**config.mk**
```make
export PLATFORM = sky130hd
export DESIGN_NAME = state_space_filter_step
export DESIGN_NICKNAME = d
export VERILOG_FILES = /design/src/sv/ssf_pkg.sv /design/src/sv/state_space_filter_step.sv /design/src/sv/ssf_coef_mem.sv /design/src/sv/ssf_state_mem.sv /design/src/sv/ssf_mac.sv
export SDC_FILE = /design/constraint.sdc
export NUM_CORES = 2
export LEC_CHECK = 0
export BUFFER_PORTS_ARGS = -buffer_cell sky130_fd_sc_hd__buf_2
export CAP_MARGIN = 30
export CORE_MARGIN = 5
export CORE_UTILIZATION = 55
export CTS_CLUSTER_SIZE = 24
export DETAILED_ROUTE_END_ITERATION = 6
export GPL_TIMING_DRIVEN = 0
export PLACE_DENSITY = 0.75
export SYNTH_ARGS = -nofsm -noshare
export SYNTH_HDL_FRONTEND = slang
export SYNTH_SLANG_ARGS = --single-unit
```
**constraint.sdc**
```tcl
create_clock -name clk -period 9.33 [get_ports clk]
set_input_delay 0.4665 -clock clk [delete_from_list [all_inputs] [get_ports clk]]
set_output_delay 0.4665 -clock clk [all_outputs]
set_load 0.005 [all_outputs]
```
**src/sv/ssf_pkg.sv**
```systemverilog
// ssf_pkg: shared types, constants and helpers for the state-space filter step.
// Standalone package; used by every module of the block.
package ssf_pkg;

  // Storage layout limits (fixed by the field widths)
  localparam int MAXS = 4;
  localparam int MAXI = 2;
  localparam int MAXO = 2;

  // Defaults for the top-level dimension parameters
  localparam int NUM_STATES_DEF  = 4;
  localparam int NUM_INPUTS_DEF  = 2;
  localparam int NUM_OUTPUTS_DEF = 2;

  // Datapath widths
  localparam int COEF_W     = 24;
  localparam int SIG_W      = 32;
  localparam int PROD_W     = COEF_W + SIG_W;
  localparam int FRAC_SHIFT = 20;
  localparam int RND_W      = PROD_W - FRAC_SHIFT;
  localparam int ACC_W      = RND_W + 4;

  // Coefficient store: A, B, C, D packed one after another
  localparam int BASE_A     = 0;
  localparam int BASE_B     = BASE_A + MAXS * MAXS;
  localparam int BASE_C     = BASE_B + MAXS * MAXI;
  localparam int BASE_D     = BASE_C + MAXO * MAXS;
  localparam int COEF_DEPTH = BASE_D + MAXO * MAXI;
  localparam int COEF_AW    = $clog2(COEF_DEPTH);

  // State store: two banks of MAXS entries, old and new state
  localparam int ST_DEPTH = 2 * MAXS;
  localparam int ST_AW    = $clog2(ST_DEPTH);

  // Sequencer counters
  localparam int ROW_W  = $clog2(MAXS);
  localparam int TERM_W = $clog2(MAXS + MAXI + 1);

  // Function codes
  localparam logic [1:0] FN_WRITE  = 2'd0;
  localparam logic [1:0] FN_SAMPLE = 2'd1;
  localparam logic [1:0] FN_CLEAR  = 2'd2;

  // Matrix codes
  localparam logic [1:0] MAT_A = 2'd0;
  localparam logic [1:0] MAT_B = 2'd1;
  localparam logic [1:0] MAT_C = 2'd2;
  localparam logic [1:0] MAT_D = 2'd3;

  // Input request payload
  typedef struct packed {
    logic [1:0]               func;
    logic [1:0]               coef_matrix;
    logic [1:0]               coef_row;
    logic [1:0]               coef_col;
    logic signed [COEF_W-1:0] coef_value;
    logic signed [SIG_W-1:0]  u_first;
    logic signed [SIG_W-1:0]  u_second;
  } in_req_t;

  // Result payload
  typedef struct packed {
    logic signed [SIG_W-1:0] y_first;
    logic signed [SIG_W-1:0] y_second;
    logic                    saturated;
  } out_rsp_t;

  // Per-term control that travels with the MAC pipeline
  typedef struct packed {
    logic             first;
    logic             last;
    logic             is_out;
    logic [ROW_W-1:0] row;
  } mac_tag_t;

  // One multiply-accumulate term
  typedef struct packed {
    logic                     valid;
    mac_tag_t                 tag;
    logic signed [COEF_W-1:0] coef;
    logic signed [SIG_W-1:0]  sig;
  } mac_req_t;

  // Finished row sum
  typedef struct packed {
    logic                    valid;
    logic                    is_out;
    logic [ROW_W-1:0]        row;
    logic signed [SIG_W-1:0] value;
    logic                    sat;
  } mac_rsp_t;

  // Coefficient store address of one matrix element
  function automatic logic [COEF_AW-1:0] coef_addr(logic [1:0] mat, logic [1:0] row,
                                                   logic [1:0] col);
    logic [COEF_AW-1:0] a;
    unique case (mat)
      MAT_A: a = COEF_AW'(BASE_A + int'(row) * MAXS + int'(col));
      MAT_B: a = COEF_AW'(BASE_B + int'(row) * MAXI + int'(col));
      MAT_C: a = COEF_AW'(BASE_C + int'(row) * MAXS + int'(col));
      MAT_D: a = COEF_AW'(BASE_D + int'(row) * MAXI + int'(col));
    endcase
    return a;
  endfunction

endpackage

```
**src/sv/state_space_filter_step.sv**
```systemverilog
// state_space_filter_step: top level, sequencer and result register.
// Depends on ssf_pkg, ssf_coef_mem, ssf_state_mem and ssf_mac.
//
// Discrete linear state-space step in fixed point. A write request stores one
// Q4.20 coefficient of A, B, C or D (out-of-range row/column is dropped); a
// clear request zeroes the state; neither gives a result. A sample request
// computes x' = A*x + B*u, then y = C*x' + D*u on the fresh state, and
// returns y with a flag set if any row sum saturated. All terms go through
// one shared multiply-accumulate unit, one term per cycle; besides the terms,
// a sample spends time on two pipeline drains of the MAC and state store plus
// the result hand-off. The input side stalls until the result is handed to
// the result register, which holds the last result until it is taken.
module state_space_filter_step #(
  parameter int NUM_STATES  = ssf_pkg::NUM_STATES_DEF,
  parameter int NUM_INPUTS  = ssf_pkg::NUM_INPUTS_DEF,
  parameter int NUM_OUTPUTS = ssf_pkg::NUM_OUTPUTS_DEF
) (
  input  logic              clk,
  input  logic              rst_n,
  input  logic              in_valid,
  output logic              in_stall,
  input  ssf_pkg::in_req_t  in_data,
  output logic              out_valid,
  input  logic              out_stall,
  output ssf_pkg::out_rsp_t out_data
);

  localparam int TERMS = NUM_STATES + NUM_INPUTS;

  localparam logic [2:0] ST_IDLE   = 3'd0;
  localparam logic [2:0] ST_XRUN   = 3'd1;
  localparam logic [2:0] ST_XDRAIN = 3'd2;
  localparam logic [2:0] ST_YRUN   = 3'd3;
  localparam logic [2:0] ST_YDRAIN = 3'd4;
  localparam logic [2:0] ST_FIN    = 3'd5;

  localparam logic [ssf_pkg::TERM_W-1:0] LAST_TERM = ssf_pkg::TERM_W'(TERMS - 1);
  localparam logic [ssf_pkg::TERM_W-1:0] NS_TERM   = ssf_pkg::TERM_W'(NUM_STATES);
  localparam logic [ssf_pkg::ROW_W-1:0]  LAST_XROW = ssf_pkg::ROW_W'(NUM_STATES - 1);
  localparam logic [ssf_pkg::ROW_W-1:0]  LAST_YROW = ssf_pkg::ROW_W'(NUM_OUTPUTS - 1);

  logic [2:0]                     st_r, st_nxt;
  logic [ssf_pkg::ROW_W-1:0]      row_r, row_nxt;
  logic [ssf_pkg::TERM_W-1:0]     term_r, term_nxt;
  logic                           bank_r, bank_nxt;
  logic signed [ssf_pkg::SIG_W-1:0] u_r [ssf_pkg::MAXI];
  logic signed [ssf_pkg::SIG_W-1:0] y_r [ssf_pkg::MAXO];
  logic                           sat_r;
  logic                           out_valid_r;
  ssf_pkg::out_rsp_t              out_data_r;

  logic                           in_acc;
  logic                           in_bounds;
  logic                           coef_wr;
  logic                           st_clr;
  logic                           st_wr;
  logic                           issue;
  logic                           is_u;
  logic [1:0]                     iss_mat;
  logic [1:0]                     iss_col;
  logic [ssf_pkg::COEF_AW-1:0]    coef_wr_addr;
  logic [ssf_pkg::COEF_AW-1:0]    coef_rd_addr;
  logic signed [ssf_pkg::COEF_W-1:0] coef_rd;
  logic signed [ssf_pkg::SIG_W-1:0]  st_rd;
  logic                           x_done;
  logic                           y_done;
  logic                           out_free;

  // Issue info delayed to line up with the memory read data
  logic                           d_vld_r;
  ssf_pkg::mac_tag_t              d_tag_r;
  logic                           d_is_u_r;
  logic [$clog2(ssf_pkg::MAXI)-1:0] d_uidx_r;
  ssf_pkg::mac_tag_t              iss_tag;
  ssf_pkg::mac_req_t              mac_req;
  ssf_pkg::mac_rsp_t              mac_rsp;

  assign in_stall = (st_r != ST_IDLE);
  assign in_acc   = in_valid && (st_r == ST_IDLE);
  assign out_free = !out_valid_r || !out_stall;

  // Coefficient write decode with dimension check
  always_comb begin
    unique case (in_data.coef_matrix)
      ssf_pkg::MAT_A: in_bounds = (3'(in_data.coef_row) < 3'(NUM_STATES)) &&
                                  (3'(in_data.coef_col) < 3'(NUM_STATES));
      ssf_pkg::MAT_B: in_bounds = (3'(in_data.coef_row) < 3'(NUM_STATES)) &&
                                  (3'(in_data.coef_col) < 3'(NUM_INPUTS));
      ssf_pkg::MAT_C: in_bounds = (3'(in_data.coef_row) < 3'(NUM_OUTPUTS)) &&
                                  (3'(in_data.coef_col) < 3'(NUM_STATES));
      ssf_pkg::MAT_D: in_bounds = (3'(in_data.coef_row) < 3'(NUM_OUTPUTS)) &&
                                  (3'(in_data.coef_col) < 3'(NUM_INPUTS));
    endcase
    coef_wr      = in_acc && (in_data.func == ssf_pkg::FN_WRITE) && in_bounds;
    st_clr       = in_acc && (in_data.func == ssf_pkg::FN_CLEAR);
    coef_wr_addr = ssf_pkg::coef_addr(in_data.coef_matrix, in_data.coef_row,
                                      in_data.coef_col);
  end

  // Term issue: coefficient and state addresses for the current term
  always_comb begin
    issue   = (st_r == ST_XRUN) || (st_r == ST_YRUN);
    is_u    = (term_r >= NS_TERM);
    iss_col = is_u ? 2'(term_r - NS_TERM) : term_r[1:0];
    if (st_r == ST_YRUN) begin
      iss_mat = is_u ? ssf_pkg::MAT_D : ssf_pkg::MAT_C;
    end else begin
      iss_mat = is_u ? ssf_pkg::MAT_B : ssf_pkg::MAT_A;
    end
    coef_rd_addr   = ssf_pkg::coef_addr(iss_mat, row_r, iss_col);
    iss_tag.first  = (term_r == '0);
    iss_tag.last   = (term_r == LAST_TERM);
    iss_tag.is_out = (st_r == ST_YRUN);
    iss_tag.row    = row_r;
  end

  always_ff @(posedge clk) begin
    d_tag_r  <= iss_tag;
    d_is_u_r <= is_u;
    d_uidx_r <= iss_col[$clog2(ssf_pkg::MAXI)-1:0];
  end

  always_ff @(posedge clk) begin
    if (!rst_n) begin
      d_vld_r <= 1'b0;
    end else begin
      d_vld_r <= issue;
    end
  end

  // Operand select: state from memory or input element from register
  always_comb begin
    mac_req.valid = d_vld_r;
    mac_req.tag   = d_tag_r;
    mac_req.coef  = coef_rd;
    mac_req.sig   = d_is_u_r ? u_r[d_uidx_r] : st_rd;
  end

  // Row results: state rows go to the new bank, output rows to y
  assign st_wr  = mac_rsp.valid && !mac_rsp.is_out;
  assign x_done = st_wr && (mac_rsp.row == LAST_XROW);
  assign y_done = mac_rsp.valid && mac_rsp.is_out && (mac_rsp.row == LAST_YROW);

  ssf_coef_mem u_coef_mem (
    .clk     (clk),
    .rst_n   (rst_n),
    .wr_en   (coef_wr),
    .wr_addr (coef_wr_addr),
    .wr_data (in_data.coef_value),
    .rd_addr (coef_rd_addr),
    .rd_data (coef_rd)
  );

  ssf_state_mem u_state_mem (
    .clk     (clk),
    .rst_n   (rst_n),
    .clr     (st_clr),
    .wr_en   (st_wr),
    .wr_addr ({!bank_r, mac_rsp.row}),
    .wr_data (mac_rsp.value),
    .rd_addr ({bank_r, term_r[ssf_pkg::ROW_W-1:0]}),
    .rd_data (st_rd)
  );

  ssf_mac u_mac (
    .clk   (clk),
    .rst_n (rst_n),
    .req   (mac_req),
    .rsp   (mac_rsp)
  );

  // Sequencer
  always_comb begin
    st_nxt   = st_r;
    row_nxt  = row_r;
    term_nxt = term_r;
    bank_nxt = bank_r;
    unique case (st_r)
      ST_IDLE: begin
        if (in_acc && (in_data.func == ssf_pkg::FN_SAMPLE)) begin
          st_nxt   = ST_XRUN;
          row_nxt  = '0;
          term_nxt = '0;
        end
      end
      ST_XRUN, ST_YRUN: begin
        if (term_r == LAST_TERM) begin
          term_nxt = '0;
          if (row_r == ((st_r == ST_XRUN) ? LAST_XROW : LAST_YROW)) begin
            row_nxt = '0;
            st_nxt  = (st_r == ST_XRUN) ? ST_XDRAIN : ST_YDRAIN;
          end else begin
            row_nxt = row_r + ssf_pkg::ROW_W'(1);
          end
        end else begin
          term_nxt = term_r + ssf_pkg::TERM_W'(1);
        end
      end
      ST_XDRAIN: begin
        if (x_done) begin
          bank_nxt = !bank_r;
          st_nxt   = ST_YRUN;
        end
      end
      ST_YDRAIN: begin
        if (y_done) begin
          st_nxt = ST_FIN;
        end
      end
      ST_FIN: begin
        if (out_free) begin
          st_nxt = ST_IDLE;
        end
      end
      default: begin
        st_nxt = ST_IDLE;
      end
    endcase
  end

  always_ff @(posedge clk) begin
    if (!rst_n) begin
      st_r   <= ST_IDLE;
      row_r  <= '0;
      term_r <= '0;
      bank_r <= 1'b0;
    end else begin
      st_r   <= st_nxt;
      row_r  <= row_nxt;
      term_r <= term_nxt;
      bank_r <= bank_nxt;
    end
  end

  // Sample operands, output rows and saturation flag
  always_ff @(posedge clk) begin
    if (in_acc && (in_data.func == ssf_pkg::FN_SAMPLE)) begin
      u_r[0] <= in_data.u_first;
      u_r[1] <= in_data.u_second;
      y_r[0] <= '0;
      y_r[1] <= '0;
      sat_r  <= 1'b0;
    end else begin
      if (mac_rsp.valid && mac_rsp.is_out) begin
        y_r[mac_rsp.row[$clog2(ssf_pkg::MAXO)-1:0]] <= mac_rsp.value;
      end
      if (mac_rsp.valid) begin
        sat_r <= sat_r | mac_rsp.sat;
      end
    end
  end

  // Result register
  always_ff @(posedge clk) begin
    if (!rst_n) begin
      out_valid_r <= 1'b0;
    end else if ((st_r == ST_FIN) && out_free) begin
      out_valid_r <= 1'b1;
    end else if (!out_stall) begin
      out_valid_r <= 1'b0;
    end
  end

  always_ff @(posedge clk) begin
    if ((st_r == ST_FIN) && out_free) begin
      out_data_r.y_first   <= y_r[0];
      out_data_r.y_second  <= y_r[1];
      out_data_r.saturated <= sat_r;
    end
  end

  assign out_valid = out_valid_r;
  assign out_data  = out_data_r;

`ifndef SYNTHESIS
  // A new result appears only out of the final hand-off state
  a_out_from_fin: assert property (@(posedge clk) disable iff (!rst_n)
    $rose(out_valid_r) |-> $past(st_r) == ST_FIN)
    else $error("result raised outside final state");

  // The MAC never finishes a row while the sequencer is idle
  a_no_rsp_idle: assert property (@(posedge clk) disable iff (!rst_n)
    (st_r == ST_IDLE) |-> !mac_rsp.valid)
    else $error("row result while idle");

  // New state is written only during the state-update phase
  a_st_wr_phase: assert property (@(posedge clk) disable iff (!rst_n)
    st_wr |-> (st_r == ST_XRUN) || (st_r == ST_XDRAIN))
    else $error("state write outside update phase");

  // The state bank stays put while output rows are computed
  a_bank_hold: assert property (@(posedge clk) disable iff (!rst_n)
    (st_r == ST_YRUN) || (st_r == ST_YDRAIN) |=> $stable(bank_r))
    else $error("state bank changed during output phase");
`endif

endmodule

```
**src/sv/ssf_coef_mem.sv**
```systemverilog
// ssf_coef_mem: synchronous coefficient store (A, B, C, D) with per-entry valid bits.
// Uses ssf_pkg for widths and depth.
module ssf_coef_mem (
  input  logic                              clk,
  input  logic                              rst_n,
  input  logic                              wr_en,
  input  logic [ssf_pkg::COEF_AW-1:0]       wr_addr,
  input  logic signed [ssf_pkg::COEF_W-1:0] wr_data,
  input  logic [ssf_pkg::COEF_AW-1:0]       rd_addr,
  output logic signed [ssf_pkg::COEF_W-1:0] rd_data
);

  logic signed [ssf_pkg::COEF_W-1:0] mem [ssf_pkg::COEF_DEPTH];
  logic [ssf_pkg::COEF_DEPTH-1:0]    vld_r;
  logic signed [ssf_pkg::COEF_W-1:0] rd_q_r;
  logic                              rd_vld_r;

  // Array write and registered read
  always_ff @(posedge clk) begin
    if (wr_en) begin
      mem[wr_addr] <= wr_data;
    end
    rd_q_r <= mem[rd_addr];
  end

  // Valid bits: never-written entries read as zero
  always_ff @(posedge clk) begin
    if (!rst_n) begin
      vld_r    <= '0;
      rd_vld_r <= 1'b0;
    end else begin
      if (wr_en) begin
        vld_r[wr_addr] <= 1'b1;
      end
      rd_vld_r <= vld_r[rd_addr];
    end
  end

  assign rd_data = rd_vld_r ? rd_q_r : '0;

endmodule

```
**src/sv/ssf_state_mem.sv**
```systemverilog
// ssf_state_mem: two-bank synchronous state store with valid bits and bulk clear.
// Uses ssf_pkg for widths and depth.
module ssf_state_mem (
  input  logic                             clk,
  input  logic                             rst_n,
  input  logic                             clr,
  input  logic                             wr_en,
  input  logic [ssf_pkg::ST_AW-1:0]        wr_addr,
  input  logic signed [ssf_pkg::SIG_W-1:0] wr_data,
  input  logic [ssf_pkg::ST_AW-1:0]        rd_addr,
  output logic signed [ssf_pkg::SIG_W-1:0] rd_data
);

  logic signed [ssf_pkg::SIG_W-1:0] mem [ssf_pkg::ST_DEPTH];
  logic [ssf_pkg::ST_DEPTH-1:0]     vld_r;
  logic signed [ssf_pkg::SIG_W-1:0] rd_q_r;
  logic                             rd_vld_r;

  // Array write and registered read
  always_ff @(posedge clk) begin
    if (wr_en) begin
      mem[wr_addr] <= wr_data;
    end
    rd_q_r <= mem[rd_addr];
  end

  // Valid bits: reset and clear zero the whole state at once
  always_ff @(posedge clk) begin
    if (!rst_n) begin
      vld_r    <= '0;
      rd_vld_r <= 1'b0;
    end else begin
      if (clr) begin
        vld_r <= '0;
      end else if (wr_en) begin
        vld_r[wr_addr] <= 1'b1;
      end
      rd_vld_r <= vld_r[rd_addr];
    end
  end

  assign rd_data = rd_vld_r ? rd_q_r : '0;

endmodule

```
**src/sv/ssf_mac.sv**
```systemverilog
// ssf_mac: shared multiply, round-half-up, accumulate and saturate pipeline.
// Uses ssf_pkg for the term and row-sum structs.
module ssf_mac (
  input  logic              clk,
  input  logic              rst_n,
  input  ssf_pkg::mac_req_t req,
  output ssf_pkg::mac_rsp_t rsp
);

  localparam logic signed [ssf_pkg::PROD_W-1:0] RND_BIAS =
    ssf_pkg::PROD_W'(1) <<< (ssf_pkg::FRAC_SHIFT - 1);

  logic                               p_vld_r;
  ssf_pkg::mac_tag_t                  p_tag_r;
  logic signed [ssf_pkg::PROD_W-1:0]  prod_r;
  logic signed [ssf_pkg::PROD_W-1:0]  biased;
  logic signed [ssf_pkg::RND_W-1:0]   rnd;
  logic signed [ssf_pkg::ACC_W-1:0]   acc_r;
  logic signed [ssf_pkg::ACC_W-1:0]   acc_nxt;
  logic                               ovf;
  ssf_pkg::mac_rsp_t                  rsp_r;

  // Stage 1: exact product
  always_ff @(posedge clk) begin
    prod_r  <= req.coef * req.sig;
    p_tag_r <= req.tag;
  end

  always_ff @(posedge clk) begin
    if (!rst_n) begin
      p_vld_r <= 1'b0;
    end else begin
      p_vld_r <= req.valid;
    end
  end

  // Round to Q20.16 (floor after bias) and accumulate
  always_comb begin
    biased  = prod_r + RND_BIAS;
    rnd     = biased[ssf_pkg::PROD_W-1:ssf_pkg::FRAC_SHIFT];
    acc_nxt = p_tag_r.first ? ssf_pkg::ACC_W'(rnd) : acc_r + ssf_pkg::ACC_W'(rnd);
    ovf     = acc_nxt[ssf_pkg::ACC_W-1:ssf_pkg::SIG_W-1] !=
              {(ssf_pkg::ACC_W - ssf_pkg::SIG_W + 1){acc_nxt[ssf_pkg::SIG_W-1]}};
  end

  always_ff @(posedge clk) begin
    if (p_vld_r) begin
      acc_r <= acc_nxt;
    end
  end

  // Stage 2: saturated row sum on the last term
  always_ff @(posedge clk) begin
    if (!rst_n) begin
      rsp_r.valid <= 1'b0;
    end else begin
      rsp_r.valid <= p_vld_r && p_tag_r.last;
    end
    rsp_r.is_out <= p_tag_r.is_out;
    rsp_r.row    <= p_tag_r.row;
    rsp_r.sat    <= ovf;
    if (!ovf) begin
      rsp_r.value <= acc_nxt[ssf_pkg::SIG_W-1:0];
    end else if (acc_nxt[ssf_pkg::ACC_W-1]) begin
      rsp_r.value <= {1'b1, {(ssf_pkg::SIG_W - 1){1'b0}}};
    end else begin
      rsp_r.value <= {1'b0, {(ssf_pkg::SIG_W - 1){1'b1}}};
    end
  end

  assign rsp = rsp_r;

endmodule

```
# [Yosys cells after proc, flatten, opt, wreduce, memory -nomap -nowiden]
# Memory sizes are Yosys's and may differ from the RTL's. A register that Yosys moved wholly into a read port is not among the register bits.
# Index checks and enable logic that the tools add are counted.
[op_classes] add_sub_neg=19 multipliers=1 n_lt_le_gt_ge=9 eq_ne=25 muxes=51 bitwise=4 n_reduce_logical=34
[op_table] operator="32-bit 2-to-1 mux" count=5
[op_table] operator="56-bit by 21-bit adder with 56-bit output, second input constant" count=1
[op_table] operator="24-bit by 32-bit multiplier with 56-bit output" count=1
[op_table] operator="6-bit one-hot mux with 4 select lines" count=2
[op_table] operator="40-bit by 36-bit adder with 40-bit output" count=1
[op_table] operator="40-bit 2-to-1 mux" count=1
[op_table] operator="6-bit by 2-bit adder with 6-bit output" count=6
[op_table] operator="36-bit bitwise OR" count=1
[op_table] operator="32-bit OR reduction" count=1
[op_table] operator="3-bit 2-to-1 mux" count=9
[op_table] operator="24-bit 2-to-1 mux" count=1
[op_table] operator="1-bit 2-to-1 mux" count=19
[op_table] operator="3-bit one-hot mux with 5 select lines" count=1
[op_table] operator="1-bit logical AND" count=14
[op_table] operator="6-bit by 7-bit less-than comparator with 1-bit output, second input constant" count=2
[op_table] operator="5-bit by 3-bit adder with 6-bit output, first input constant" count=2
[op_table] operator="5-bit by 4-bit adder with 6-bit output, first input constant" count=2
[op_table] operator="6-bit by 3-bit adder with 6-bit output, first input constant" count=2
[op_table] operator="2-bit equality test, second input constant" count=6
[op_table] operator="2-bit 2-to-1 mux" count=6
[op_table] operator="4-bit by 2-bit adder with 5-bit output" count=2
[op_table] operator="2-bit inequality test, second input constant" count=5
[op_table] operator="3-bit equality test, second input constant" count=3
[op_table] operator="2-bit by 1-bit equality test with 1-bit output, second input constant" count=4
[op_table] operator="33 further kinds" count=46
[totals] register_bits=204 mem_bits_rw=1248 out_inout_bits=67 word_cells=176 memories=4
[memory_table] name="u_coef_mem.mem" depth=36 width=24 rd=1 rd_clocked_by_memory_dff=1 write_ports=1 line="ssf_coef_mem.sv:13" text="logic signed [ssf_pkg::COEF_W-1:0] mem [ssf_pkg::COEF_DEPTH];"
[memory_table] name="u_state_mem.mem" depth=8 width=32 rd=1 rd_clocked_by_memory_dff=1 write_ports=1 line="ssf_state_mem.sv:14" text="logic signed [ssf_pkg::SIG_W-1:0] mem [ssf_pkg::ST_DEPTH];"
[memory_table] name="u_r" depth=2 width=32 rd=1 rd_clocked_by_memory_dff=1 write_ports=2 line="state_space_filter_step.sv:46" text="logic signed [ssf_pkg::SIG_W-1:0] u_r [ssf_pkg::MAXI];"
[memory_table] name="y_r" depth=2 width=32 rd=2 rd_clocked_by_memory_dff=2 write_ports=2 line="state_space_filter_step.sv:47" text="logic signed [ssf_pkg::SIG_W-1:0] y_r [ssf_pkg::MAXO];"

# [Depth between registers and ports, before layout]
[logic_depth] word_depth=8 depth_mapped=32

# [By module]
# A second synthesis with hierarchy kept.
[unflattened] cells_unflattened=6489 hier_area_um2=87968.1
[modules_own_cells] mod="ssf_coef_mem" n_inst=1 cells_each=1917 area_each_um2=35933.2
[modules_own_cells] mod="ssf_mac" n_inst=1 cells_each=3566 area_each_um2=33046.7
[modules_own_cells] mod="ssf_state_mem" n_inst=1 cells_each=480 area_each_um2=11065.6
[modules_own_cells] mod="state_space_filter_step" n_inst=1 cells_each=526 area_each_um2=7922.6

# [Worst setup path after synthesis]
# Ideal clock, no wire load.
[synth_timing] path_type="register to register" startpoint="register with a tool-made name" endpoint="register u_mac.prod_r[54] (netlist name)" t_arrival_ns=7.983 slack_ns=1.275 stages_incl_launch_ff=29 n_path_buf=3 synth_period_minus_slack_ns=8.055 path_cell_list="dfxtp_1 > clkbuf_1 > clkbuf_1 > mux2_2 > a22oi_1 > clkbuf_1 > nor2_1 > fa_1 > inv_1 > fa_1 > inv_1 > fa_1 > inv_1 > fa_1 > inv_1 > fa_1 > fa_1 > fa_1 > ha_1 > a21o_1 > a21o_1 > a2111oi_0 > nor3_1 > a311o_1 > o211ai_2 > a21boi_1 > or4b_1 > a31oi_1 > xnor2_1"
[synth_rtl] item="to (signal assigned)" line="ssf_mac.sv:25" text="prod_r <= req.coef * req.sig;"
[synth_rtl] item="to (decl)" line="ssf_mac.sv:15" text="logic signed [ssf_pkg::PROD_W-1:0] prod_r;"

==> summary.md <==
| Metric | Value |
|---|---|
| Pre-CTS setup slack | `-1.97 ns` |
| Final nets | `7769` |
| Port-buffer cells | `165` |
| Post-detail-place hpwl | `181 mm` |
| Synth async-reset ratio | `0%` |
| Max VDD drop | `0.184 mV` |
| Area post-placement | `90200 µm²` |
| Core area | `156000 µm²` |
| Hold slack final | `0.0709 ns` |
| Number of flops mapped to enable cells by yosys | `1353` |
| # H-tree levels | `4` |
| Most frequent cell after synthesis | `edfxtp_1` |
| Reg power frac | `51.1%` |
| R2R cell count | `27` |
| Area Overhead vs Synth | `12.1%` |
| Placed cell count | `8513` |
| Final instance area | `96300 µm²` |
| Largest net degree at the start of global routing | `61` |
| Synthesized area | `85900 µm²` |
| Syn Nets | `7328` |
| R2r endpoint | `u_mac.prod_r[54]` |
| CP endpoint kind | `flop` |
| Worst Path Max Fanout | `10` |
| Slew Limit Fails | `0` |
| Ys Warns | `0` |
| Final ANT Viol Nets | `0` |
| Worst path bufs/invs | `7` |
| # Max-Cap Violations | `0` |
| Routability Congestion | `1.01` |
| Share of layout cells above drive strength 1 | `15.2%` |
| Switch share | `26.0%` |
| First-pass GRT wire length | `361 mm` |
| Critical Path Max Stage Delay | `0.53 ns` |
| Delay-heaviest family, CP | `adder cells` |
| Levels on crit path | `27` |
| Non-Filler Instances | `8880` |
| Area of the multi-input gates | `37500 µm²` |
| RSZ-0062 raised after global routing | `true` |
| Final setup viols | `1` |
| Max Buffers Root-to-Sink | `3` |
| Gate Count Post-Synth | `6255` |
| Max_slew headroom | `28.8%` |
| Critical path arrival | `9.96 ns` |
| Via density | `6.03` |
| Min Tclk post-route | `9.35 ns` |
| CTS clk-pin slew, worst paths | `0.06 ns` |
| Failing checks | `setup timing` |
| Final worst setup slack | `-0.0237 ns` |
| Worst R2R Setup Slack | `-0.02 ns` |
| Initial antenna violation count | `3` |
| Data required time of the worst path | `9.94 ns` |
| Critical Path Most Common Cell | `fa_1` |
| Final Hold Viols | `0` |
| Seq cells post-synth | `1554` |
| Sequential cell area fraction in the yosys report | `52.0%` |
| Die width | `405 µm` |
| Crit share post-route | `100%` |
| Fmax | `0.107 GHz` |
| Pint | `12100 µW` |
| Filler cell count | `11500` |
| Worst setup path endpoint | `u_mac.prod_r[54]` |
| Synthesized area per cell | `13.7 µm²` |
| Initial Utilization | `55.2%` |
| Avg WL per Cell | `27.6 µm` |
| Worst Skew | `0.0753 ns` |
| Total gr overflow | `0` |
| Status | `finished with violations` |
| Leakage dissipation | `0.0375 µW` |
| CTS Buf Count | `148` |
| Site Rows | `145` |
| Total track usage | `30.4%` |
| Synth area leader | `edfxtp_1` |
| TritonRoute pass-1 iters | `6` |
| Hold WC Path Type | `input port to flop` |
| Synth area leaders | `edfxtp_1 (47%), fa_1 (18%), mux4_2 (7.7%)` |
| Top FF cell, synth | `edfxtp_1` |
| CTS tree | `built` |
| Via Count | `53500` |
| Routed wire length | `245 mm` |
| Initial DRC count | `6478` |
| Power Density | `169 nW/µm²` |
| Ports | `167` |
| Clock root buffer | `clkbuf_16` |
| Die Y-Extent | `405 µm` |
| Combinational Power Share | `12.6%` |
| Vias in the first global route | `55200` |
| Library cells used by synthesis | `85` |
| Clock group share of total power | `36.2%` |
| Top cell type's share of synthesized area | `47.3%` |
| Clk sink count | `1554` |
| Slew of the pin with the lowest slew margin | `1.07 ns` |
| Kind of critical path | `flop to flop` |
| Sw power | `4240 µW` |
| Die Area | `164000 µm²` |
| DRC | `0` |
| Post-layout util | `61.9%` |
| Synth cell count leaders | `edfxtp_1 (1353), inv_1 (808), fa_1 (783), nand2_1 (711), nor2_1 (508)` |
| Critical-path top delay cell | `fa_1` |
| Reg area | `44700 µm²` |
| Worst-Skew Late Latency | `0.79 ns` |
| CP startpoint kind | `flop` |
==> area by class of cell <==
| type | instances | share of cell area (%) |
|---|---|---|
| sequential | 1554 | 46.4 |
| multi-input combinational | 3581 | 39.0 |
| clock buffer | 190 | 4.12 |
| inverter | 810 | 3.17 |
| tap | 2058 | 2.67 |
| timing repair buffer | 296 | 2.42 |
| buffer | 305 | 1.38 |
| clock inverter | 81 | 0.887 |
| antenna | 5 | 0.0130 |
==> layout by cell type (no fill, tap or decap), types with 15 or more instances in the layout <==
| master | instances |
|---|---|
| clkbuf_16 | 150 |
| buf_6 | 18 |
| nor2_4 | 39 |
| buf_2 | 181 |
| clkbuf_2 | 75 |
| mux4_2 | 292 |
| fa_1 | 780 |
| xnor2_1 | 74 |
| buf_4 | 28 |
| or2_2 | 17 |
| nor2_1 | 466 |
| ha_1 | 190 |
| edfxtp_1 | 1353 |
| a21o_1 | 53 |
| nand2_1 | 707 |
| buf_1 | 34 |
| nand4_1 | 26 |
| a31oi_1 | 36 |
| a22oi_2 | 16 |
| dlygate4sd3_1 | 64 |
| and3_1 | 46 |
| mux2i_1 | 18 |
| a21oi_1 | 73 |
| o21ai_1 | 37 |
| clkinv_1 | 28 |
| nand3_1 | 103 |
| and2_1 | 103 |
| xor2_1 | 33 |
| a22o_1 | 28 |
| a22oi_1 | 15 |
| dfxtp_1 | 198 |
| inv_1 | 805 |
| nor3_1 | 21 |
| a311oi_1 | 25 |
| clkinv_2 | 29 |
| o21a_1 | 55 |
| o21ai_0 | 78 |
| mux2_2 | 64 |
| clkbuf_1 | 196 |
==> state kept, by name (all words and copies together), names as in the netlist, 5 cells and up, named ones only <==
signal	count
u_r	64
u_coef_mem.rd_q_r	24
u_state_mem.vld_r	8
u_state_mem.mem	256
u_coef_mem.mem	864
u_mac.prod_r	37
y_r	64
u_mac.acc_r	40
d_tag_r	5
u_state_mem.rd_q_r	32
u_mac.rsp	37
out_data	65
u_coef_mem.vld_r	36
u_mac.p_tag_r	5
==> cell families after synthesis <==
family | share of synthesized area (%)
simple gates | 8.06
buf+inv | 4.94
xor+xnor | 1.11
flops | 52.0
mux | 8.74
compound gates | 4.14
fa+ha+maj | 21.0
==> power by group through the flow <==
stage	Sequential [µW]	Combinational, µW	Clock, µW
global placement	8460	1880	0
detailed placement	8470	1980	0
floorplan	8260	1270	0
global route	8360	2200	6290
CTS	8330	2030	5960
finish	8340	2060	5910
==> worst min-delay path by stage <==
stage                     from          endpoint  slack (ns)  cells after the start
global route         out_stall         out_valid        0.06                      3
finish               out_stall         out_valid        0.07                      3
detailed placement  d_tag_r[4]  u_mac.p_tag_r[4]        0.31                      0
CTS                  out_stall         out_valid        0.01                      3
floorplan           d_tag_r[0]  u_mac.p_tag_r[0]        0.31                      0
global placement    d_tag_r[1]  u_mac.p_tag_r[1]        0.31                      0
==> metrics by stage <==
step	TNS [ns]	power (µW)
global placement	-46.87	10300
floorplan	0	9530
CTS	0	16300
global route	-0.0672	16800
detailed placement	-29.18	10500
finish	-0.0237	16300
==> layer usage <==
metal | GRT usage, % | share of wire [%] | up-vias
met4 | 18.2 | 7.3 | 2
met3 | 6.27 | 9.8 | 682
met5 | 0 | 0.0053 | -
li1 | - | - | 22400
met2 | 48.5 | 47 | 3121
met1 | 38.9 | 36 | 27300
==> worst register-to-register path, delay by kind of cell (launching register included) <==
family                   cells  cell delay (ns)
AND/OR/NAND/NOR              2             0.60
adder cells (fa/ha/maj)      8             3.83
AO/OA/AOI/OAI                8             2.59
XOR/XNOR                     1             0.19
flip-flops                   1             0.44
buffers and inverters        7             1.14
multiplexers                 1             0.41
==> timing repair <==
action | in CTS | in global routing
setup buffers | 18 | 6
pin swaps | 12 | 7
gates resized for setup | 126 | 65
setup endpoints to repair | 31 | 22
endpoints found under the hold margin | 64 | 0
hold buffers | 64 | 0
Power figures use the tool's default switching activity.
